File: config.mk
export PLATFORM = sky130hd
export DESIGN_NAME = sync_framed_packet_parser_core
export DESIGN_NICKNAME = d
export VERILOG_FILES = /design/src/rtl/core/sfpp_pkg.sv /design/src/rtl/core/sfpp_fsm.sv /design/src/rtl/core/sync_framed_packet_parser_core.sv
export SDC_FILE = /design/constraint.sdc
export NUM_CORES = 1
export LEC_CHECK = 0
export BUFFER_PORTS_ARGS = -buffer_cell sky130_fd_sc_hd__buf_2
export CAP_MARGIN = 30
export CORE_AREA = 2 2 150 152
export CTS_CLUSTER_DIAMETER = 50
export DETAILED_ROUTE_END_ITERATION = 16
export DIE_AREA = 0 0 152 154
export SYNTH_ARGS = -nofsm -noshare
export SYNTH_HDL_FRONTEND = slang
export SYNTH_SLANG_ARGS = --single-unit
File: constraint.sdc
create_clock -name clk -period 3.5 [get_ports clk]
set_input_delay 0.175 -clock clk [delete_from_list [all_inputs] [get_ports clk]]
set_output_delay 0.175 -clock clk [all_outputs]
set_load 0.01 [all_outputs]
File: src/rtl/core/sfpp_pkg.sv
// Package for the sync-framed packet parser: phase codes, status codes,
// configuration indexes and the structs passed between the parser modules.
// No dependencies.
`default_nettype none

package sfpp_pkg;

  localparam logic [7:0] END_BYTE = 8'h03;

  localparam logic [7:0]  SYNC_BYTE_RST   = 8'h01;
  localparam logic [2:0]  SYNC_NEEDED_RST = 3'd3;
  localparam logic [7:0]  FRAME_TYPE_RST  = 8'h45;
  localparam logic [15:0] MAX_LEN_RST     = 16'd256;

  typedef enum logic [2:0] {
    PH_HUNT = 3'd0,
    PH_TYPE = 3'd1,
    PH_CMD  = 3'd2,
    PH_LENH = 3'd3,
    PH_LENL = 3'd4,
    PH_DATA = 3'd5,
    PH_END  = 3'd6,
    PH_SUM  = 3'd7
  } phase_t;

  typedef enum logic [1:0] {
    ST_OK      = 2'd0,
    ST_TOO_LONG = 2'd1,
    ST_BAD_END = 2'd2,
    ST_BAD_SUM = 2'd3
  } status_t;

  typedef enum logic [1:0] {
    CFG_SYNC_BYTE   = 2'd0,
    CFG_SYNC_NEEDED = 2'd1,
    CFG_FRAME_TYPE  = 2'd2,
    CFG_MAX_LEN     = 2'd3
  } cfg_idx_t;

  localparam logic KIND_DATA   = 1'b0;
  localparam logic KIND_STATUS = 1'b1;

  typedef struct packed {
    logic [7:0]  sync_byte;
    logic [2:0]  sync_needed;
    logic [7:0]  frame_type;
    logic [15:0] max_len;
  } cfg_t;

  typedef struct packed {
    logic        kind;
    logic [7:0]  data;
    logic [15:0] index;
    logic [7:0]  command;
    logic [15:0] frame_len;
    status_t     status;
  } result_t;

endpackage

`default_nettype wire

File: src/rtl/core/sfpp_fsm.sv
// Frame state machine of the sync-framed packet parser: holds the phase,
// sync count, checksum, command, length and byte counter, and forms one result.
// Depends on sfpp_pkg.
`default_nettype none

module sfpp_fsm
  import sfpp_pkg::*;
(
  input  wire logic       clk,
  input  wire logic       rst_n,
  input  wire logic       step,
  input  wire logic [7:0] rx_byte,
  input  wire cfg_t       cfg,
  output logic            res_valid,
  output result_t         res
);

  phase_t      phase_r, phase_nxt;
  logic [2:0]  sync_count_r, sync_count_nxt;
  logic [7:0]  sum_r, sum_nxt;
  logic [7:0]  cmd_r, cmd_nxt;
  logic [15:0] len_r, len_nxt;
  logic [15:0] cnt_r, cnt_nxt;
  logic [2:0]  sync_inc;
  logic [15:0] len_full;
  logic [15:0] cnt_inc;

  assign sync_inc = sync_count_r + 3'd1;
  assign len_full = {len_r[15:8], rx_byte};
  assign cnt_inc  = cnt_r + 16'd1;

  always_comb begin
    phase_nxt = phase_r;
    unique case (phase_r)
      PH_HUNT: begin
        if ((rx_byte == cfg.sync_byte) && (sync_inc >= cfg.sync_needed)) begin
          phase_nxt = PH_TYPE;
        end
      end
      PH_TYPE: begin
        if (rx_byte == cfg.frame_type) begin
          phase_nxt = PH_CMD;
        end else if (rx_byte != cfg.sync_byte) begin
          phase_nxt = PH_HUNT;
        end
      end
      PH_CMD:  phase_nxt = PH_LENH;
      PH_LENH: phase_nxt = PH_LENL;
      PH_LENL: begin
        if (len_full > cfg.max_len) begin
          phase_nxt = PH_HUNT;
        end else if (len_full == 16'd0) begin
          phase_nxt = PH_END;
        end else begin
          phase_nxt = PH_DATA;
        end
      end
      PH_DATA: begin
        if (cnt_inc == len_r) begin
          phase_nxt = PH_END;
        end
      end
      PH_END:  phase_nxt = (rx_byte == END_BYTE) ? PH_SUM : PH_HUNT;
      PH_SUM:  phase_nxt = PH_HUNT;
      default: phase_nxt = PH_HUNT;
    endcase
  end

  always_comb begin
    sync_count_nxt = sync_count_r;
    sum_nxt        = sum_r;
    cmd_nxt        = cmd_r;
    len_nxt        = len_r;
    cnt_nxt        = cnt_r;
    res_valid      = 1'b0;
    res.kind       = KIND_STATUS;
    res.data       = 8'd0;
    res.index      = 16'd0;
    res.command    = cmd_r;
    res.frame_len  = len_r;
    res.status     = ST_OK;
    unique case (phase_r)
      PH_HUNT: begin
        if (rx_byte == cfg.sync_byte) begin
          sync_count_nxt = (sync_inc >= cfg.sync_needed) ? 3'd0 : sync_inc;
        end else begin
          sync_count_nxt = 3'd0;
        end
      end
      PH_TYPE: begin
        if (rx_byte == cfg.frame_type) begin
          sum_nxt = cfg.sync_byte + rx_byte;
        end
      end
      PH_CMD: begin
        sum_nxt = sum_r + rx_byte;
        cmd_nxt = rx_byte;
      end
      PH_LENH: begin
        sum_nxt = sum_r + rx_byte;
        len_nxt = {rx_byte, 8'd0};
      end
      PH_LENL: begin
        sum_nxt       = sum_r + rx_byte;
        len_nxt       = len_full;
        cnt_nxt       = 16'd0;
        res.frame_len = len_full;
        res.status    = ST_TOO_LONG;
        res_valid     = (len_full > cfg.max_len);
      end
      PH_DATA: begin
        sum_nxt   = sum_r + rx_byte;
        cnt_nxt   = cnt_inc;
        res_valid = 1'b1;
        res.kind  = KIND_DATA;
        res.data  = rx_byte;
        res.index = cnt_r;
      end
      PH_END: begin
        if (rx_byte == END_BYTE) begin
          sum_nxt = sum_r + rx_byte;
        end else begin
          res_valid  = 1'b1;
          res.status = ST_BAD_END;
        end
      end
      PH_SUM: begin
        res_valid  = 1'b1;
        res.status = (sum_r == rx_byte) ? ST_OK : ST_BAD_SUM;
      end
      default: begin
        res_valid = 1'b0;
      end
    endcase
  end

  always_ff @(posedge clk) begin
    if (!rst_n) begin
      phase_r      <= PH_HUNT;
      sync_count_r <= 3'd0;
      sum_r        <= 8'd0;
      cmd_r        <= 8'd0;
      len_r        <= 16'd0;
      cnt_r        <= 16'd0;
    end else if (step) begin
      phase_r      <= phase_nxt;
      sync_count_r <= sync_count_nxt;
      sum_r        <= sum_nxt;
      cmd_r        <= cmd_nxt;
      len_r        <= len_nxt;
      cnt_r        <= cnt_nxt;
    end
  end

endmodule

`default_nettype wire

File: src/rtl/core/sync_framed_packet_parser_core.sv
// Top level of the sync-framed packet parser: input register, configuration
// registers, frame state machine and result register.
// Depends on sfpp_pkg and sfpp_fsm.
//
// The input channel (in_valid, in_stall, in_rx_byte) carries one received
// byte per item. The parser hunts for a run of sync bytes, checks the frame
// type, then takes the command, a big-endian 16-bit length, the payload, the
// end byte and an additive checksum. Each payload byte leaves on the result
// channel as a data item; one status item closes each frame whose type byte
// matched, including a frame dropped for a too large length.
// An accepted item is held in the input register until the result side can
// take it; the item is then processed and its result, if any, is loaded into
// the output register, which drives out_valid. One item is taken every cycle
// while the result side keeps up.
// When the receiver stalls a pending result, the input register holds its
// item and in_stall rises until the result is taken.
// Configuration writes (cfg_valid, cfg_ready, cfg_index, cfg_data) are taken
// in any cycle; cfg_ready is always high. Synchronous reset restores the
// register defaults, clears both pipeline valid flags and starts hunting.
`default_nettype none

module sync_framed_packet_parser_core
  import sfpp_pkg::*;
(
  input  wire logic        clk,
  input  wire logic        rst_n,
  input  wire logic        in_valid,
  output logic             in_stall,
  input  wire logic [7:0]  in_rx_byte,
  output logic             out_valid,
  input  wire logic        out_stall,
  output logic             out_kind,
  output logic [7:0]       out_byte,
  output logic [15:0]      out_byte_index,
  output logic [7:0]       out_command,
  output logic [15:0]      out_frame_len,
  output logic [1:0]       out_status,
  input  wire logic        cfg_valid,
  output logic             cfg_ready,
  input  wire logic [1:0]  cfg_index,
  input  wire logic [15:0] cfg_data
);

  cfg_t       cfg_r;
  logic       in_v_r;
  logic [7:0] in_byte_r;
  logic       out_v_r;
  result_t    out_r;
  logic       advance;
  logic       res_valid;
  result_t    res;

  assign cfg_ready = 1'b1;
  assign advance   = in_v_r && (!out_v_r || !out_stall);
  assign in_stall  = in_v_r && !advance;

  always_ff @(posedge clk) begin
    if (!rst_n) begin
      cfg_r.sync_byte   <= SYNC_BYTE_RST;
      cfg_r.sync_needed <= SYNC_NEEDED_RST;
      cfg_r.frame_type  <= FRAME_TYPE_RST;
      cfg_r.max_len     <= MAX_LEN_RST;
    end else if (cfg_valid && cfg_ready) begin
      case (cfg_index)
        CFG_SYNC_BYTE:   cfg_r.sync_byte   <= cfg_data[7:0];
        CFG_SYNC_NEEDED: cfg_r.sync_needed <= cfg_data[2:0];
        CFG_FRAME_TYPE:  cfg_r.frame_type  <= cfg_data[7:0];
        CFG_MAX_LEN:     cfg_r.max_len     <= cfg_data;
        default:         cfg_r.max_len     <= cfg_r.max_len;
      endcase
    end
  end

  always_ff @(posedge clk) begin
    if (!rst_n) begin
      in_v_r <= 1'b0;
    end else if (!in_stall) begin
      in_v_r <= in_valid;
    end
  end

  always_ff @(posedge clk) begin
    if (in_valid && !in_stall) begin
      in_byte_r <= in_rx_byte;
    end
  end

  sfpp_fsm u_fsm (
    .clk       (clk),
    .rst_n     (rst_n),
    .step      (advance),
    .rx_byte   (in_byte_r),
    .cfg       (cfg_r),
    .res_valid (res_valid),
    .res       (res)
  );

  always_ff @(posedge clk) begin
    if (!rst_n) begin
      out_v_r <= 1'b0;
    end else if (advance && res_valid) begin
      out_v_r <= 1'b1;
    end else if (!out_stall) begin
      out_v_r <= 1'b0;
    end
  end

  always_ff @(posedge clk) begin
    if (advance && res_valid) begin
      out_r <= res;
    end
  end

  assign out_valid      = out_v_r;
  assign out_kind       = out_r.kind;
  assign out_byte       = out_r.data;
  assign out_byte_index = out_r.index;
  assign out_command    = out_r.command;
  assign out_frame_len  = out_r.frame_len;
  assign out_status     = out_r.status;

  a_stall_holds_input: assert property (@(posedge clk) disable iff (!rst_n)
    (out_v_r && out_stall && in_v_r) |-> in_stall)
    else $error("input stage advanced while a result was stalled");

  a_data_status_ok: assert property (@(posedge clk) disable iff (!rst_n)
    (out_valid && (out_kind == KIND_DATA)) |-> (out_status == ST_OK))
    else $error("payload item carries a nonzero status");

  a_reset_clears_out: assert property (@(posedge clk)
    !rst_n |=> !out_valid)
    else $error("result valid right after reset");

endmodule

`default_nettype wire
==> reports/results.md <==
| Parameter | This run | Unit |
|---|---|---|
| Outcome | finished, final reports clean | - |
| Routability Congestion | 0.835 | - |
| Post-CTS Hold Buffers | 15 | - |
| Combinational power share | 6.2 | % |
| Most frequently used flop master after synthesis | sky130_fd_sc_hd__dfxtp_1 | - |
| Total clock buffers created by CTS | 17 | - |
| Count of unresolved DRC violations after routing | 0 | - |
| Final worst-path setup slack | 0.647 | ns |
| Clock Tree Buf Depth | 2 | - |
| Share of final-layout standard cells stronger than drive strength 1 | 17.5 | % |
| Uppermost layer routed | met4 | - |
| Total number of vias | 6,023 | - |
| Final-report max-slew violation count | 0 | - |
| Y dimension of the die | 154 | µm |
| Arrival @ worst endpoint | 3.15 | ns |
| Standard-cell rows | 54 | - |
| Clock tree root driver cell | sky130_fd_sc_hd__clkbuf_16 | - |
| Clock slew seen by the registers of the worst setup and hold paths | 0.06 | ns |
| Part of the Yosys area used for sequential elements | 48.1 | % |
| Starting Density | 34.4 | % |
| Net switching power figure | 919 | µW |
| Final-layout worst hold slack | 0.0217 | ns |
| Post-synth EDFFs | 59 | - |
| Avg Vias per Cell | 5.15 | - |
| Period minus WS final | 2.85 | ns |
| Relative slew slack | 40.2 | % |
| Power density over cell area | 430 | mW/mm² |
| Int Pwr | 2910 | µW |
| Max Clock Skew | 0.0160 | ns |
| Area of the die | 0.0234 | mm² |
| CP Launch Type | flip-flop | - |
| Clock tree from TritonCTS | done | - |
| Htree depth | 4 | - |
| Top fanout value on the critical path | 6 | - |
| Sum of routed wire segments on met1 | 9360 | µm |
| Maximum vdd drop | 0.331 | mV |
| Vias in the first global route | 5,575 | - |
| Total number of clock tree sinks | 150 | - |
| Routed wire length | 19,100 | µm |
| Number of post-CTS setup repair buffers | 0 | - |
| Synth async-reset ratio | 0 | % |
| Largest net degree at the start of global routing | 43 | - |
| Type of the setup path with the least slack | reg -> reg | - |
| Grt ovf | 0 | - |
| Final hold violation count | 0 | - |
| HP Class | in -> reg | - |
| Met2 routed WL | 8430 | µm |
| Met3 wirelength from detailed routing | 1010 | µm |
| Number of top-level design ports | 85 | - |
| Total core area | 0.0217 | mm² |
| Total GRT Usage | 16.5 | % |
| Fraction of power spent switching nets | 24.0 | % |
| Number of maximum-capacitance violations | 0 | - |
| Finish-stage setup viols | 0 | - |
| Post-Syn Instances | 789 | - |
| Proportion of power drawn by flip-flops and latches | 48.4 | % |
| Buffers on Ports | 83 | - |
| Number of nets in the synthesized netlist | 849 | - |
| First drt pass iteration count | 5 | - |
| Number of distinct library cell variants in the gate-level netlist after synthesis | 65 | - |
| Number of DRC violations after detailed-routing iteration 0 | 458 | - |
| Summed area of non-filler cells in the final layout | 0.00890 | mm² |
| Cell Area, Synth | 0.00747 | mm² |
| Number of antenna violations at the first check in global routing | 0 | - |
| Share of the core filled with cells in the final layout | 41.0 | % |
| Reported leakage power | 0.00327 | µW |
| Post-DR wirelength/cell | 16.3 | µm |
| Clock insertion delay at the later pin of the skew report | 0.43 | ns |
| Layout Area Growth over Synthesis | 19.1 | % |
| Inserted Diodes | 0 | - |
| Req. time, crit path | 3.80 | ns |
| Average cell area after synthesis | 9.47 | µm² |
| Transition time at the pin with the least slew margin | 0.896 | ns |
| Wire length of the first global-routing pass | 30,700 | µm |
| Post-detail-place hpwl | 13,300 | µm |
| Post-route antenna net violation count | 0 | - |
| Clock network power share | 45.4 | % |
| Synth Warn # | 0 | - |
| Cell area after placement | 0.00819 | mm² |
| Crit end category | flip-flop | - |
| CTS resizes | 0 | - |
| Post-layout nets | 936 | - |
| Yosys reg bits | 150 | - |
| Final total negative setup slack | 0 | ns |
| Setup Slack @ Placement | 0.665 | ns |
| Achievable frequency | 0.351 | GHz |
| Final period util | 81.5 | % |
| Setup repair after global routing missed its margin | no | - |
| Die boundary width | 152 | µm |
==> power by group through the flow <==
stage | clock network, µW | registers, µW | logic [µW]
after global routing | 1840 | 1860 | 261
final | 1740 | 1860 | 236
after detailed placement | 0 | 1890 | 222
after CTS | 1780 | 1860 | 235
after global placement | 0 | 1890 | 220
after floorplan | 0 | 1880 | 153
==> cell usage after synthesis, drive strengths merged (11+ instances only) <==
cell / number / share of area (%)
ha: 28 / 4.7
nor2: 70 / 3.5
and3: 31 / 2.6
nor4: 11 / 0.92
edfxtp: 59 / 24
xnor2: 21 / 2.5
buf: 14 / 1.1
a21oi: 71 / 4.8
mux2: 14 / 2.1
clkbuf: 37 / 1.9
mux2i: 26 / 3.5
o21ai: 19 / 1.3
inv: 29 / 1.5
dfxtp: 91 / 24
xor2: 26 / 3.0
nand3: 34 / 2.3
nand2: 98 / 4.9
==> state kept, by name, indices dropped and copies added (netlist names), 2 cells and up <==
name,flops
u_fsm.cmd_r,8
in_byte_r,8
u_fsm.sum_r,8
out_status,2
u_fsm.len_r,16
cfg_r,35
out_command,8
u_fsm.sync_count_r,3
out_byte,8
out_frame_len,16
u_fsm.phase_r,3
u_fsm.cnt_r,16
out_byte_index,16
==> cell type report <==
class	instances	area, µm²
fillers	2100	12800
flip-flops and latches	150	3590
multi-input cells	559	3550
repair buffers	119	736
clock buffers	19	433
well taps	280	350
clock inverters	13	125
inverters	29	110
==> stage by stage <==
step | instances | total power [µW]
after floorplan | 789 | 2030
after detailed placement | 1122 | 2120
after global routing | 1169 | 3960
final | 1169 | 3830
after global placement | 1122 | 2110
after CTS | 1169 | 3870
==> worst max-delay path, stage by stage, from the launching register on <==
cell and delay, ns:
sky130_fd_sc_hd__dfxtp_1 0.42, sky130_fd_sc_hd__nand3_1 0.10, sky130_fd_sc_hd__o21ai_1 0.30, sky130_fd_sc_hd__mux2_2 0.40, sky130_fd_sc_hd__ha_1 0.21, sky130_fd_sc_hd__fa_1 0.40
sky130_fd_sc_hd__a21o_1 0.17, sky130_fd_sc_hd__a21oi_1 0.21, sky130_fd_sc_hd__o21bai_1 0.09, sky130_fd_sc_hd__a21oi_1 0.18, sky130_fd_sc_hd__xnor2_1 0.08, sky130_fd_sc_hd__mux2i_1 0.13
sky130_fd_sc_hd__nor2_1 0.05
==> metal layers <==
layer	global-route usage, %	vias to the layer above
met5	0	-
met3	3.52	21
met4	5.34	0
li1	-	2976
met2	25.4	182
met1	23.3	2844
==> worst paths after layout <==
check,from,endpoint,slack [ns],depth (start not counted)
min reg2reg,u_fsm.cmd_r[7],out_command[7],0.43,0
max reg2reg,u_fsm.phase_r[2],u_fsm.sum_r[6],0.65,12
max,u_fsm.phase_r[2],u_fsm.sum_r[6],0.65,12
min,cfg_data[3],cfg_r[3],0.02,3
==> logic make-up (layout without fill, tap and decap cells) <==
| logic type | count (synthesis) | count (layout) | synth area share [%] |
|---|---|---|---|
| AND/OR/NAND/NOR | 302 | 302 | 19.8 |
| flip-flops | 150 | 150 | 48.1 |
| AO/OA/AOI/OAI | 140 | 140 | 11.5 |
| buffers and inverters | 80 | 180 | 4.45 |
| XOR/XNOR | 47 | 47 | 5.51 |
| multiplexers | 40 | 40 | 5.59 |
| adder cells (fa/ha/maj) | 29 | 29 | 4.96 |
| other | 1 | 1 | 0.0502 |
==> cells in the final DEF, fill, tap and decap left out, types with 4 or more instances in the layout <==
cell / synthesis / final
sky130_fd_sc_hd__a21o_1: 5 / 5
sky130_fd_sc_hd__a21oi_1: 71 / 71
sky130_fd_sc_hd__a31oi_1: 4 / 4
sky130_fd_sc_hd__and3_1: 31 / 31
sky130_fd_sc_hd__and4_1: 6 / 6
sky130_fd_sc_hd__buf_2: 8 / 83
sky130_fd_sc_hd__buf_4: 4 / 20
sky130_fd_sc_hd__clkbuf_16: 0 / 17
sky130_fd_sc_hd__clkinv_4: 0 / 6
sky130_fd_sc_hd__dfxtp_1: 91 / 91
sky130_fd_sc_hd__dlygate4sd3_1: 0 / 15
sky130_fd_sc_hd__edfxtp_1: 59 / 59
sky130_fd_sc_hd__ha_1: 28 / 28
sky130_fd_sc_hd__inv_1: 28 / 27
sky130_fd_sc_hd__mux2_2: 14 / 14
sky130_fd_sc_hd__mux2i_1: 26 / 26
sky130_fd_sc_hd__nand2_1: 98 / 98
sky130_fd_sc_hd__nand2b_1: 5 / 5
sky130_fd_sc_hd__nand3_1: 34 / 34
sky130_fd_sc_hd__nand4_1: 9 / 9
sky130_fd_sc_hd__nand4b_1: 4 / 4
sky130_fd_sc_hd__nor2_1: 70 / 70
sky130_fd_sc_hd__nor3_1: 9 / 9
sky130_fd_sc_hd__nor3b_1: 6 / 6
sky130_fd_sc_hd__nor4_1: 11 / 10
sky130_fd_sc_hd__o2111ai_1: 4 / 4
sky130_fd_sc_hd__o211ai_1: 4 / 4
sky130_fd_sc_hd__o21a_1: 4 / 4
sky130_fd_sc_hd__o21ai_0: 18 / 18
sky130_fd_sc_hd__or3_1: 4 / 4
sky130_fd_sc_hd__xnor2_1: 21 / 21
sky130_fd_sc_hd__xor2_1: 26 / 26
Note: power is estimated with default switching activity, not from simulation.
